--- config.mk ---
export PLATFORM = sky130hd
export DESIGN_NAME = mtrq_ram
export DESIGN_NICKNAME = d
export VERILOG_FILES = /design/src/rtl/mtrq_ram.sv
export SDC_FILE = /design/constraint.sdc
export NUM_CORES = 1
export LEC_CHECK = 0
export BUFFER_PORTS_ARGS = -buffer_cell sky130_fd_sc_hd__buf_4
export CAP_MARGIN = 20
export CORE_ASPECT_RATIO = 1.5
export CORE_UTILIZATION = 29
export DETAILED_ROUTE_END_ITERATION = 8
export PLACE_DENSITY = 0.54
export SYNTH_ARGS = -nofsm -noshare
export SYNTH_HDL_FRONTEND = slang
export SYNTH_SLANG_ARGS = --single-unit
--- constraint.sdc ---
create_clock -name clk -period 2.22 [get_ports clk]
set_input_delay 0.111 -clock clk [delete_from_list [all_inputs] [get_ports clk]]
set_output_delay 0.111 -clock clk [all_outputs]
set_load 0.02 [all_outputs]
--- src/rtl/mtrq_ram.sv ---
`timescale 1ns / 1ps
// ----------------------------------------------------------------------------
// mtrq_ram
// Generic simple dual-port RAM: one write port, one read port, registered read.
// ----------------------------------------------------------------------------
module mtrq_ram #(
	parameter int WIDTH = 8,
	parameter int DEPTH = 16
) (
	input  logic                     clk,
	input  logic                     we,
	input  logic [$clog2(DEPTH)-1:0] waddr,
	input  logic [WIDTH-1:0]         wdata,
	input  logic [$clog2(DEPTH)-1:0] raddr,
	output logic [WIDTH-1:0]         rdata
);

	logic [WIDTH-1:0] mem [DEPTH];

	always_ff @(posedge clk) begin
		if (we) begin
			mem[waddr] <= wdata;
		end
		rdata <= mem[raddr];
	end

endmodule

==> After elaboration in Yosys (flattened, before gate mapping) <==
Memory sizes are Yosys's and may differ from the RTL's. A register that Yosys moved wholly into a read port is not among the register bits.
Cells that the tools add are included.
{ "op_classes": {"n_mux": 2} }
{ "ops": {"columns": ["op", "count"], "rows": [
  ["two-way mux 1 bit", 2]
]} }
{ "word_totals": {"reg_bits": 0, "ram_bits": 128, "in_bits": 18, "output_inout_bits": 8, "n_memories": 1} }
{ "mem_list": {"columns": ["memory", "depth", "word_bits", "read_ports", "rd_ports_with_merged_regs", "wr", "line", "rtl"], "rows": [
  ["mem", 16, 8, 1, 1, 1, "18", "logic [WIDTH-1:0] mem [DEPTH];"]
]} }

==> Longest topological paths before layout <==
{ "depth": {"word_depth": 2, "depth_mapped": 5, "depth_no_buf": 3} }

==> Worst setup path after synthesis <==
OpenSTA, ideal clock, no wires.
{ "synth_timing": {"path_kind": "in2reg", "start": "in waddr[2]", "end": "mem mem[0][0] (enable)", "setup_time_ps": 383, "arrival_ps": 1221, "path_slack_ps": 616, "cell_stages": 2, "cell_sequence": "or3b_2 nor3_1"} }
{ "synth_rtl": {"columns": ["element", "line", "rtl"], "rows": [
  ["start, declared", "12", "input logic [$clog2(DEPTH)-1:0] waddr,"],
  ["end, declared", "18", null]
]} }
Straight into the memory's write port.

==> Implementation_results.wiki <==
{| class="wikitable"
! Metric !! Value
|-
| Result of the run || completed
|-
| Residual overflow from global routing || 0
|-
| Slowest cell on crit path || mux4_1
|-
| Synth Net Count || 247
|-
| Number of buffers inserted by port buffering || 25
|-
| Critical path start-end classification || flop to flop
|-
| Source-to-sink clock delay at the later pin of the worst-skew pair || 410 ps
|-
| Maximum buffer depth of the clock tree || 2
|-
| Routed wire length per instance || 20.87 um
|-
| H-tree depth reported by CTS || 4
|-
| Antenna viol nets, final || 0
|-
| Die boundary width || 110.8 um
|-
| Achievable clock frequency || 742.4 MHz
|-
| Kind of end point of the critical path || flop
|-
| Count of synthesis-stage warnings from yosys || 0
|-
| Total routing usage reported by global routing || 12.81%
|-
| Clock Root Buffer || clkbuf_16
|-
| Number of antenna violations at the first check in global routing || 0
|-
| Post-synthesis instance total || 229
|-
| Post-synthesis cell area || 5147 um2
|-
| Number of fill cells in the layout || 1544
|-
| Max-cap check violation count || 0
|-
| Flip-flop and latch area || 4004 um2
|-
| Category of the worst setup path launch point || flop
|-
| CP Data Required Time || 2510 ps
|-
| Post-DR vias/cell || 4.795
|-
| Drt first pass iters || 4
|-
| Data arrival time at the worst-slack endpoint || 1640 ps
|-
| Total Negative Setup Slacks || 0 ps
|-
| Number of endpoints with negative hold slack in the final report || 0
|-
| Pin count of the biggest net entering global routing || 33
|-
| Syn_area_per_cell || 22.48 um2
|-
| Least-Margin Pin Slew || 734.3 ps
|-
| Total number of vias || 2455
|-
| Multi-input gate area || 1057 um2
|-
| Final setup violation count || 0
|-
| Number of pins with negative max-slew slack in the final report || 0
|-
| Final #Nets || 305
|-
| Fin area || 6326 um2
|-
| Starting density of the core || 29.67%
|-
| Worst hold stages || 1
|-
| Count of hold buffers inserted by post-cts repair || 4
|-
| Placeable core area || 17350 um2
|-
| Area growth from synthesis to layout || 22.90%
|-
| Part of the Yosys area used for sequential elements || 77.78%
|-
| Power per unit of standard cell area || 957.8 nW/um2
|-
| Max-slew headroom || 50.87%
|-
| Highest cell delay on the worst timing path || 520 ps
|-
| Number of cells upsized or downsized after cts || 0
|-
| Wire length of the first global-routing pass || 16350 um
|-
| Die H || 165.2 um
|-
| Number of remaining DRC errors || 0
|-
| Peak supply drop || 0.4917 mV
|-
| Path category of the worst min-delay check || input pin to flop
|-
| Area after detailed placement || 5678 um2
|-
| Count of state elements after synthesis || 136
|-
| Routed wire length || 10680 um
|-
| Clock Sinks || 136
|-
| Clock-pin transition on the worst setup and hold timing paths || 50 ps
|-
| Die Footprint || 18300 um2
|-
| Number of buffers added for setup after CTS || 0
|-
| Clock tree from TritonCTS || done
|-
| Cell-by-cell trace of the critical path || mux4_1, a22oi_1, nand2_1
|-
| Io pins || 26
|-
| Tmin final || 1347 ps
|-
| # rows || 59
|-
| Worst-path maximum fanout || 1
|-
| Number of global-route vias before repair || 2641
|-
| Half-perimeter wire length of the detailed placement result || 7010 um
|-
| Final GP Congestion || 0.6879
|-
| Leading cell type in the layout, fill and taps excluded || edfxtp_1
|-
| TritonCTS buffer count || 17
|-
| Clock Skew || 6.414 ps
|-
| Number of antenna diodes || 0
|-
| Leading cell types in the layout, fill and taps excluded || edfxtp_1, buf_4, mux4_2
|-
| Number of distinct standard cells referenced by the synthesized netlist || 19
|-
| Proportion of layout cells with a drive suffix above 1 || 31.44%
|-
| Violation count after the first detailed-routing iteration || 217
|-
| Setup repair after global routing missed its margin || no
|-
| Worst reg2reg path depth || 3
|-
| Leakage || 2.142 nW
|-
| Post-route fraction of the period consumed by the critical path || 60.68%
|-
| Hold Worst Slack || 21.64 ps
|}
## sequential cells by signal, summed over array words and instances (netlist names)
name / flops
mem: 128
rdata: 8
## area by class of cell
cell class                      instances  share of cell area (%)
Clock buffer                           17                   6.725
Clock inverter                         14                   2.888
Multi-Input combinational cell         83                   16.71
Sequential cell                       136                   63.29
Tap cell                              213                   4.213
Timing Repair Buffer                   49                   6.171
## worst max-delay path, delay by kind of cell (launching register included)
| family | cells | cell delay, ps |
|---|---|---|
| multiplexers | 1 | 520 |
| flip-flops | 1 | 340 |
| AO/OA/AOI/OAI | 1 | 300 |
| AND/OR/NAND/NOR | 1 | 70 |
## cell families (layout without fill, tap and decap cells)
kind of cell           count (synthesis)  in the layout  share of synthesized area (%)
buffers and inverters                 10             80                          1.677
and+or+nand+nor                       35             35                          3.184
AOI/OAI and AO/OA                     16             16                          2.334
DFF                                  136            136                          77.78
muxes                                 32             32                          15.02
## cell usage after synthesis (all sizes together)
master	count	area share, %
buf	7	1.1
nand2	9	0.66
nand3b	2	0.29
or3b	1	0.17
nand3	1	0.097
nor2	13	0.95
and2	1	0.12
mux4	32	15
nor3	4	0.39
nand2b	2	0.24
nor2b	1	0.12
and2b	1	0.15
dfxtp	8	3.1
edfxtp	128	75
a22oi	16	2.3
clkdlybuf4s25	3	0.58
## final timing paths
kind              from  slack [ps]        end
min           wdata[4]          20  mem[4][4]
min reg2reg  mem[7][2]         660   rdata[2]
max reg2reg  mem[9][2]         870   rdata[2]
max          mem[9][2]         870   rdata[2]
## report_power, final
| part | internal, mW | switching, mW |
|---|---|---|
| Combinational | 0.137 | 0.167 |
| Clock | 1.86 | 1.01 |
| Sequential | 2.87 | 0.0182 |
| Total | 4.87 | 1.19 |
## metal layers
layer,GRT usage [%],wire (um),vias to the layer above
met1,14.44,4309,1292
met3,3.431,361,13
li1,-,-,1087
met2,22.44,5768,63
met5,0,0,-
met4,6.364,244,0
## per-stage QoR
stage,worst slack [ps],std cells,total power [mW],util [%]
after floorplan,616.1,229,3.103,-
after global placement,594.8,477,3.246,32.73
after detailed placement,581.5,477,3.250,32.73
after CTS,825.3,512,6.128,36.47
after global routing,785.6,512,6.244,36.47
final,873.0,512,6.059,36.47
(Power assumes the default switching activity.)
