==> config.mk <==
export PLATFORM = sky130hd
export DESIGN_NAME = mtrq_ctrl
export DESIGN_NICKNAME = d
export VERILOG_FILES = /design/src/rtl/mtrq_pkg.sv /design/src/rtl/mtrq_ctrl.sv
export SDC_FILE = /design/constraint.sdc
export NUM_CORES = 1
export LEC_CHECK = 0
export BUFFER_PORTS_ARGS = -buffer_cell sky130_fd_sc_hd__buf_4
export CAP_MARGIN = 20
export CORE_AREA = 8 8 183 185
export CTS_BUF_LIST = sky130_fd_sc_hd__clkbuf_2
export DETAILED_ROUTE_END_ITERATION = 10
export DIE_AREA = 0 0 191 193
export GPL_TIMING_DRIVEN = 0
export REMOVE_ABC_BUFFERS = 1
export SYNTH_ARGS = -nofsm -noshare
export SYNTH_HDL_FRONTEND = slang
export SYNTH_SLANG_ARGS = --single-unit
==> constraint.sdc <==
create_clock -name clk -period 4.35 [get_ports clk]
set_input_delay 1.305 -clock clk [delete_from_list [all_inputs] [get_ports clk]]
set_output_delay 1.305 -clock clk [all_outputs]
set_load 0.05 [all_outputs]
==> src/rtl/mtrq_pkg.sv <==
`timescale 1ns / 1ps
// ----------------------------------------------------------------------------
// mtrq_pkg
// Shared types and constants of the minimum-timestamp request queue.
// ----------------------------------------------------------------------------
package mtrq_pkg;

	localparam int DEPTH   = 64;
	localparam int ID_W    = 32;
	localparam int TIME_W  = 48;
	localparam int IDX_W   = $clog2(DEPTH);
	localparam int CNT_W   = $clog2(DEPTH + 1);
	localparam int ENTRY_W = 2 * ID_W + TIME_W;

	typedef enum logic [1:0] {
		REQ_ENQ   = 2'd0,
		REQ_DEQ   = 2'd1,
		REQ_QUERY = 2'd2,
		REQ_RSVD  = 2'd3
	} req_t;

	typedef enum logic [1:0] {
		STS_OK       = 2'd0,
		STS_EMPTY    = 2'd1,
		STS_FULL     = 2'd2,
		STS_NOTFOUND = 2'd3
	} status_t;

	typedef enum logic [1:0] {
		ST_IDLE,
		ST_SCAN,
		ST_SHIFT,
		ST_DONE
	} state_t;

	typedef struct packed {
		logic [TIME_W-1:0] stamp;
		logic [ID_W-1:0]   user;
		logic [ID_W-1:0]   session;
	} entry_t;

	typedef struct packed {
		status_t           status;
		entry_t            entry;
		logic [IDX_W-1:0]  position;
		logic [CNT_W-1:0]  count;
		logic              empty;
	} result_t;

endpackage

==> src/rtl/mtrq_ctrl.sv <==
`timescale 1ns / 1ps
// ----------------------------------------------------------------------------
// mtrq_ctrl
// Request sequencer: appends, scans the store and shifts entries down.
// ----------------------------------------------------------------------------
module mtrq_ctrl (
	input  logic                          clk,
	input  logic                          arst_n,
	input  logic                          in_valid,
	output logic                          in_ready,
	input  mtrq_pkg::req_t                in_kind,
	input  mtrq_pkg::entry_t              in_entry,
	output logic                          rslt_valid,
	input  logic                          rslt_ready,
	output mtrq_pkg::result_t             rslt,
	output logic                          ram_we,
	output logic [mtrq_pkg::IDX_W-1:0]    ram_waddr,
	output logic [mtrq_pkg::ENTRY_W-1:0]  ram_wdata,
	output logic [mtrq_pkg::IDX_W-1:0]    ram_raddr,
	input  logic [mtrq_pkg::ENTRY_W-1:0]  ram_rdata
);

	mtrq_pkg::state_t                 state_q, state_d;
	logic [mtrq_pkg::CNT_W-1:0]       count_q;
	logic [mtrq_pkg::CNT_W-1:0]       addr_q;
	logic                             rvalid_q;
	logic [mtrq_pkg::IDX_W-1:0]       ridx_q;
	mtrq_pkg::req_t                   kind_q;
	logic [mtrq_pkg::ID_W-1:0]        sess_q;
	mtrq_pkg::entry_t                 best_q;
	logic [mtrq_pkg::IDX_W-1:0]       best_idx_q;
	logic [mtrq_pkg::IDX_W-1:0]       pos_q;
	mtrq_pkg::status_t                status_q;
	mtrq_pkg::entry_t                 rd_e;
	logic                             accept;
	logic                             full;
	logic                             issue;
	logic                             match;
	logic                             scan_end;

	assign rd_e     = mtrq_pkg::entry_t'(ram_rdata);
	assign accept   = in_valid && in_ready;
	assign full     = (count_q == mtrq_pkg::CNT_W'(mtrq_pkg::DEPTH));
	assign match    = rvalid_q && (kind_q == mtrq_pkg::REQ_QUERY) && (rd_e.session == sess_q);
	assign scan_end = !issue && !rvalid_q;
	assign ram_raddr = addr_q[mtrq_pkg::IDX_W-1:0];

	always_comb begin
		state_d    = state_q;
		in_ready   = 1'b0;
		rslt_valid = 1'b0;
		issue      = 1'b0;
		ram_we     = 1'b0;
		ram_waddr  = count_q[mtrq_pkg::IDX_W-1:0];
		ram_wdata  = in_entry;
		unique case (state_q)
			mtrq_pkg::ST_IDLE: begin
				in_ready = 1'b1;
				if (in_valid) begin
					unique case (in_kind)
						mtrq_pkg::REQ_ENQ: begin
							ram_we  = !full;
							state_d = mtrq_pkg::ST_DONE;
						end
						mtrq_pkg::REQ_DEQ: begin
							state_d = (count_q == '0) ? mtrq_pkg::ST_DONE : mtrq_pkg::ST_SCAN;
						end
						mtrq_pkg::REQ_QUERY: state_d = mtrq_pkg::ST_SCAN;
						default:             state_d = mtrq_pkg::ST_DONE;
					endcase
				end
			end
			mtrq_pkg::ST_SCAN: begin
				issue = (addr_q < count_q);
				if (match) begin
					state_d = mtrq_pkg::ST_DONE;
				end else if (scan_end) begin
					state_d = (kind_q == mtrq_pkg::REQ_DEQ) ? mtrq_pkg::ST_SHIFT
						: mtrq_pkg::ST_DONE;
				end
			end
			mtrq_pkg::ST_SHIFT: begin
				// Entry read last cycle moves down one place while the next one is read.
				issue     = (addr_q < count_q);
				ram_we    = rvalid_q;
				ram_waddr = ridx_q - mtrq_pkg::IDX_W'(1);
				ram_wdata = ram_rdata;
				if (scan_end) begin
					state_d = mtrq_pkg::ST_DONE;
				end
			end
			mtrq_pkg::ST_DONE: begin
				rslt_valid = 1'b1;
				if (rslt_ready) begin
					state_d = mtrq_pkg::ST_IDLE;
				end
			end
			default: state_d = mtrq_pkg::ST_IDLE;
		endcase
	end

	always_ff @(posedge clk or negedge arst_n) begin
		if (!arst_n) begin
			state_q  <= mtrq_pkg::ST_IDLE;
			count_q  <= '0;
			addr_q   <= '0;
			rvalid_q <= 1'b0;
			status_q <= mtrq_pkg::STS_OK;
		end else begin
			state_q  <= state_d;
			rvalid_q <= issue && (state_d == state_q);
			if (accept) begin
				addr_q <= '0;
				if (in_kind == mtrq_pkg::REQ_ENQ && full) begin
					status_q <= mtrq_pkg::STS_FULL;
				end else if (in_kind == mtrq_pkg::REQ_DEQ && count_q == '0) begin
					status_q <= mtrq_pkg::STS_EMPTY;
				end else begin
					status_q <= mtrq_pkg::STS_OK;
				end
				if (in_kind == mtrq_pkg::REQ_ENQ && !full) begin
					count_q <= count_q + mtrq_pkg::CNT_W'(1);
				end
			end else if (state_q == mtrq_pkg::ST_SCAN && !match && scan_end) begin
				if (kind_q == mtrq_pkg::REQ_DEQ) begin
					addr_q <= {1'b0, best_idx_q} + mtrq_pkg::CNT_W'(1);
				end else begin
					status_q <= mtrq_pkg::STS_NOTFOUND;
				end
			end else if (issue) begin
				addr_q <= addr_q + mtrq_pkg::CNT_W'(1);
			end
			if (state_q == mtrq_pkg::ST_SHIFT && scan_end) begin
				count_q <= count_q - mtrq_pkg::CNT_W'(1);
			end
		end
	end

	always_ff @(posedge clk) begin
		if (issue) begin
			ridx_q <= addr_q[mtrq_pkg::IDX_W-1:0];
		end
		if (accept) begin
			kind_q <= in_kind;
			sess_q <= in_entry.session;
			best_q <= '0;
			pos_q  <= '0;
		end else if (state_q == mtrq_pkg::ST_SCAN && rvalid_q) begin
			if (kind_q == mtrq_pkg::REQ_DEQ) begin
				// Strict compare keeps the earliest-stored entry on equal stamps.
				if (ridx_q == '0 || rd_e.stamp < best_q.stamp) begin
					best_q     <= rd_e;
					best_idx_q <= ridx_q;
				end
			end else if (match) begin
				pos_q <= ridx_q;
			end
		end
	end

	always_comb begin
		rslt.status   = status_q;
		rslt.entry    = best_q;
		rslt.position = pos_q;
		rslt.count    = count_q;
		rslt.empty    = (count_q == '0);
	end

endmodule

### Word-level counts from Yosys, hierarchy flattened

Index checks and enable logic that the tools add are counted.

* memories kept: 0
* flip-flop bits (word level): 183
* bits in read-only memories: 0
* input port bits: 230
* bits in latches: 0
* output and inout bits: 255
* RAM bits: 0

* bitwise logic cells: 2
* shift operators: 0
* $mul: 0
* div/mod/pow operators: 0
* equal/unequal tests: 12
* $lt $le $gt $ge: 2
* add/sub/neg operators: 5
* reduce and logical (&&, ||, !) cells: 32
* mux-type cells: 29

Operators with widths (number)
* 2-to-1 mux 112 bit: 1
* 2-to-1 mux 7 bit: 7
* less-than comparator 48 bit: 1
* equality test 32 bit: 1
* 2-to-1 mux 2 bit: 10
* adder 7 x 1 -> 7 bit, second input constant: 2
* logical AND 1 bit: 12
* equality test 2 bit, second input constant: 4
* case mux 2 bit (4 select lines): 1
* adder 6 x 1 -> 7 bit, second input constant: 1
* equality test 7 bit, second input constant: 1
* zero test 7 bit: 1
* less-than comparator 7 bit: 1
* 2-to-1 mux 1 bit: 7
* subtractor 7 x 1 -> 7 bit, second input constant: 1
* equality test 2 x 1 -> 1 bit, second input constant: 3
* zero test 6 bit: 1
* 2-to-1 mux 6 bit: 1
* AND reduction 2 bit: 3
* AND reduction 3 bit: 2
* nonzero test 2 bit: 3
* subtractor 6 x 1 -> 6 bit, second input constant: 1
* zero test 1 bit: 4
* zero test 2 bit: 2
* other kinds (10): 11

### Longest topological paths before layout

* depth in word-level cells: 10
* mapped depth: 15
* depth with buffers taken out: 14

### Worst setup path after synthesis

No wires, ideal clock.

* path kind: reg-to-output
* from: register state_q[0]
* to: output port ram_waddr[2] in the netlist's numbering
* cell stages (with the launch flop): 8
* slack: 0.717 ns
* data required time: 3.045 ns
* arrival time: 2.328 ns
* path buffers: 3
* cell sequence: dfrtp_1 inv_1 ha_1 clkbuf_1 clkbuf_1 clkbuf_1 nor2_1 a31oi_1

* longest elaborated chain between the ends: 2

Ends and longest elaborated chain
* start, declared: line mtrq_ctrl.sv:23 `mtrq_pkg::state_t state_q, state_d;`
* start signal, assigned: line mtrq_ctrl.sv:104 `state_q <= mtrq_pkg::ST_IDLE;`
* start signal, assigned: line mtrq_ctrl.sv:110 `state_q <= state_d;`
* equality test 2 bit: line mtrq_ctrl.sv:56 `unique case (state_q)`
* 2-to-1 mux 6 bit: line mtrq_ctrl.sv:56
* end, declared: line mtrq_ctrl.sv:17 `output logic [mtrq_pkg::IDX_W-1:0] ram_waddr,`

Every way passes these cells.

### Final worst setup path

* from: register state_q[0]
* to: output port ram_wdata[59] in the netlist's numbering

* longest elaborated chain between the ends: 2

Ends and longest elaborated chain
* equality test 2 bit: line mtrq_ctrl.sv:56
* 2-to-1 mux 112 bit: line mtrq_ctrl.sv:56
* end, declared: line mtrq_ctrl.sv:18 `output logic [mtrq_pkg::ENTRY_W-1:0] ram_wdata,`

Every way passes these cells.

==> out/results.ini <==
[drt]
via_per_inst = 4.83
avgRoutedWirePerCell_um = 19.3
ant_nets = 0
detail_route.iter0.violations = 483
drc = 0
routed_wirelength_um = 38600
drt-pass1-iter-count = 4
dr_total_vias = 9666

[die]
start_util = 0.344
die_height_um = 193
core.rowCount = 65
design.die.area_mm2 = 0.0369
boundary_pin_count = 485
core-area_mm2 = 0.0308
die_width_um = 191

[power]
switchingPower_uw = 4630
combinationalPowerShare = 0.625
peakVddDrop_uv = 350
clkPwrFrac = 0.109
intPower_uw = 4200
switching_share_of_power = 0.525
power.sequential.fraction = 0.265
powerDensity_mw_per_mm2 = 585
cellLeakagePower_uw = 0.00669

[critical_path]
max_stage_delay_ns = 0.53
crit_path_end_kind = primary output
cp_num_buf_inv = 3
critPathLaunchType = register
reg2reg_setup_slack_ns = 0.68
crit_required_ns = 3.04
critPathKind = register to primary output
worstPathMaxFanout = 71
path_delay_family = buffers and inverters
cp_cell_sequence = inv_2 > ha_4 > buf_16 > mux2_2 > buf_4
critical_path_arrival_ns = 2.76
cell_type_of_the_slowest_stage_on_the_worst_timing_path = dfrtp_2

[timing]
slew_violations = 0
post_route_clock_period_utilization = 0.935
timing.setup.tns_ns = 0
grt_setup_unrepaired = false
final_hold_vios = 0
min_period_ns = 4.07
max_clock_freq_mhz = 246
timing.slew.headroom = 0.433
timing_worst_slew_pin_value_ns = 0.848
clock_skew_ns = 0.0642
report.final.setup_viol = 0
final_critical_path_setup_slack_ns = 0.282

[placed_design]
place_congestion = 0.818
port-buffer-count = 484
preCtsSetupSlack_ns = -0.341
dp_hpwl_um = 30500

[run]
cap_viol_max_count = 0

[logic_synthesis]
synthesis.yosys.warnings = 0
synth_top_flop_cell = dfxtp_1
postSynthRegisterBits = 183
synth-seq-area-share = 0.398
synthesis.area_per_instance_um2 = 9.40
postSynthCellCount = 1126
post_synth_instance_area_mm2 = 0.0106
synthDistinctLibCells = 51
asyncSetResetFlopFracSynth = 0.104
synth-edff-count = 46

[cts]
worstSkewPairLatency_ns = 0.75
clk_pin_slew_ns = 0.34
ctsLongestPathBuffers = 2
tritoncts = done
holdBufCountCts = 0
tritoncts.num_buffers = 17
numClockSinks = 183
cts-root-buf = clkbuf_2
ctsHtreeMaxLevel = 4

[run_status]
result_of_the_run = complete, no violations

[grt]
grt_antenna_before_repair = 1
grt_overflow = 0
grt_pass1_vias = 9936
pin_count_of_the_biggest_net_entering_global_routing = 93
grt_pass1_wl_um = 56600
grt_util_all_layers = 0.197

[cells_and_area]
drive_above_1_share = 0.410
layout.cells.most_common = buf_4
layout_common_cells = buf_4, nand2_1, mux2i_1, dfxtp_1, mux2_2
finalNetCount = 1878
area_growth_syn_to_layout_pct = 42.6
seq_area_mm2 = 0.00422
multi_input_area_mm2 = 0.00586
final.fill_count = 2919

[hold_path]
hold_path.class = primary input to asynchronous set/reset pin

==> power groups by stage <==
| stage | combinational [uW] | clock, uW | sequential [uW] |
|---|---|---|---|
| 2_1_floorplan | 3350 | 0 | 2820 |
| 3_3_place_gp | 5500 | 0 | 2370 |
| 3_5_place_dp | 5390 | 0 | 2370 |
| 4_1_cts | 5500 | 1020 | 2340 |
| 5_1_grt | 5880 | 1090 | 2390 |
| 6_report | 5520 | 966 | 2350 |
==> synth_stat cells (4+ instances only) <==
cell type / count / area share
nand2_1: 269 / 0.095
dfxtp_1: 118 / 0.22
mux2i_1: 118 / 0.11
mux2_2: 112 / 0.12
inv_1: 68 / 0.024
ha_1: 62 / 0.073
edfxtp_1: 46 / 0.13
clkbuf_1: 43 / 0.015
a21oi_1: 36 / 0.017
xor2_1: 35 / 0.029
nor2_1: 30 / 0.011
o21ai_0: 27 / 0.013
dfrtp_1: 19 / 0.045
nand3_1: 19 / 0.0090
nor3_1: 12 / 0.0057
nand4_1: 11 / 0.0065
xnor2_1: 11 / 0.0091
nor4_1: 9 / 0.0053
buf_4: 7 / 0.0050
buf_6: 7 / 0.0074
a211oi_1: 5 / 0.0035
a21o_1: 5 / 0.0035
and3_1: 5 / 0.0030
nand2b_1: 5 / 0.0030
a31oi_1: 4 / 0.0024
and2_1: 4 / 0.0024
buf_2: 4 / 0.0019
o211ai_1: 4 / 0.0028
==> registers in the layout, summed over array words and instances (netlist names) <==
| signal | count |
|---|---|
| rslt | 112 |
| sess_q | 32 |
| addr_q | 7 |
| count_q | 7 |
| best_idx_q | 6 |
| pos_q | 6 |
| ridx_q | 6 |
| kind_q | 2 |
| state_q | 2 |
| status_q | 2 |
| rvalid_q | 1 |
==> per-stage QoR <==
stage / hold WS, ns / total power (uW) / util / area [um2] / instances
6_report: 0.355 / 8830 / 0.490 / 15100 / 2003
5_1_grt: 0.233 / 9360 / 0.490 / 15100 / 2002
4_1_cts: 0.230 / 8860 / 0.489 / 15100 / 1998
3_5_place_dp: 0.449 / 7760 / 0.477 / 14700 / 1963
3_3_place_gp: 0.443 / 7870 / 0.468 / 14400 / 1951
2_1_floorplan: 0.451 / 6170 / - / 10300 / 1065
==> cell type report <==
cell class	instances	share of cell area
Multi-Input combinational cell	814	0.388
Sequential cell	183	0.280
Timing Repair Buffer	501	0.264
Tap cell	402	0.0333
Inverter	69	0.0175
Clock inverter	15	0.0123
Clock buffer	17	0.00563
Antenna cell	2	0.000331
==> worst reg2reg max path, cell delays in order, from the launching register on <==
cell and delay (ns):
dfxtp_1 0.43, inv_1 0.05, ha_1 0.28, a2111o_1 0.37, a311oi_1 0.44, o22ai_1 0.17, or2_1 0.32, a21oi_4 0.54
buf_16 0.25, buf_12 0.21, buf_12 0.21, buf_16 0.19, mux2i_1 0.19
==> path summary, 6_finish.rpt <==
check	start	to	cells after the start
max in group asynchronous	arst_n	state_q[1]	1
hold / removal	arst_n	count_q[0]	1
setup reg to reg	rslt[79]	rslt[58]	12
min in group clk	rslt[27]	rslt[27]	2
hold reg to reg	rslt[27]	rslt[27]	2
setup / recovery	state_q[0]	ram_wdata[59]	5
==> what timing repair did <==
action | 4_1_cts | 5_1_grt
endpoints found under the hold margin | 0 | 0
gates cloned | 2 | 0
pin swaps | 2 | 3
setup buffers | 1 | 3
setup endpoints to repair | 72 | 71
gates resized for setup | 6 | 2
==> metal layers <==
| metal | vias up | global-route usage | share of wire |
|---|---|---|---|
| li1 | 4800 | - | - |
| met1 | 4537 | 0.231 | 0.41 |
| met2 | 302 | 0.362 | 0.52 |
| met3 | 27 | 0.0466 | 0.057 |
| met4 | 0 | 0.0403 | 0.018 |
| met5 | - | 0 | 0 |
==> cells by family after synthesis <==
family,count (synthesis),share of synthesized area
fa+ha+maj,62,0.0733
compound gates,100,0.0571
buf+inv,130,0.0540
xor+xnor,46,0.0380
flops,183,0.398
simple gates,375,0.149
mux,230,0.231
No activity file was read; power rests on OpenSTA's default activity.
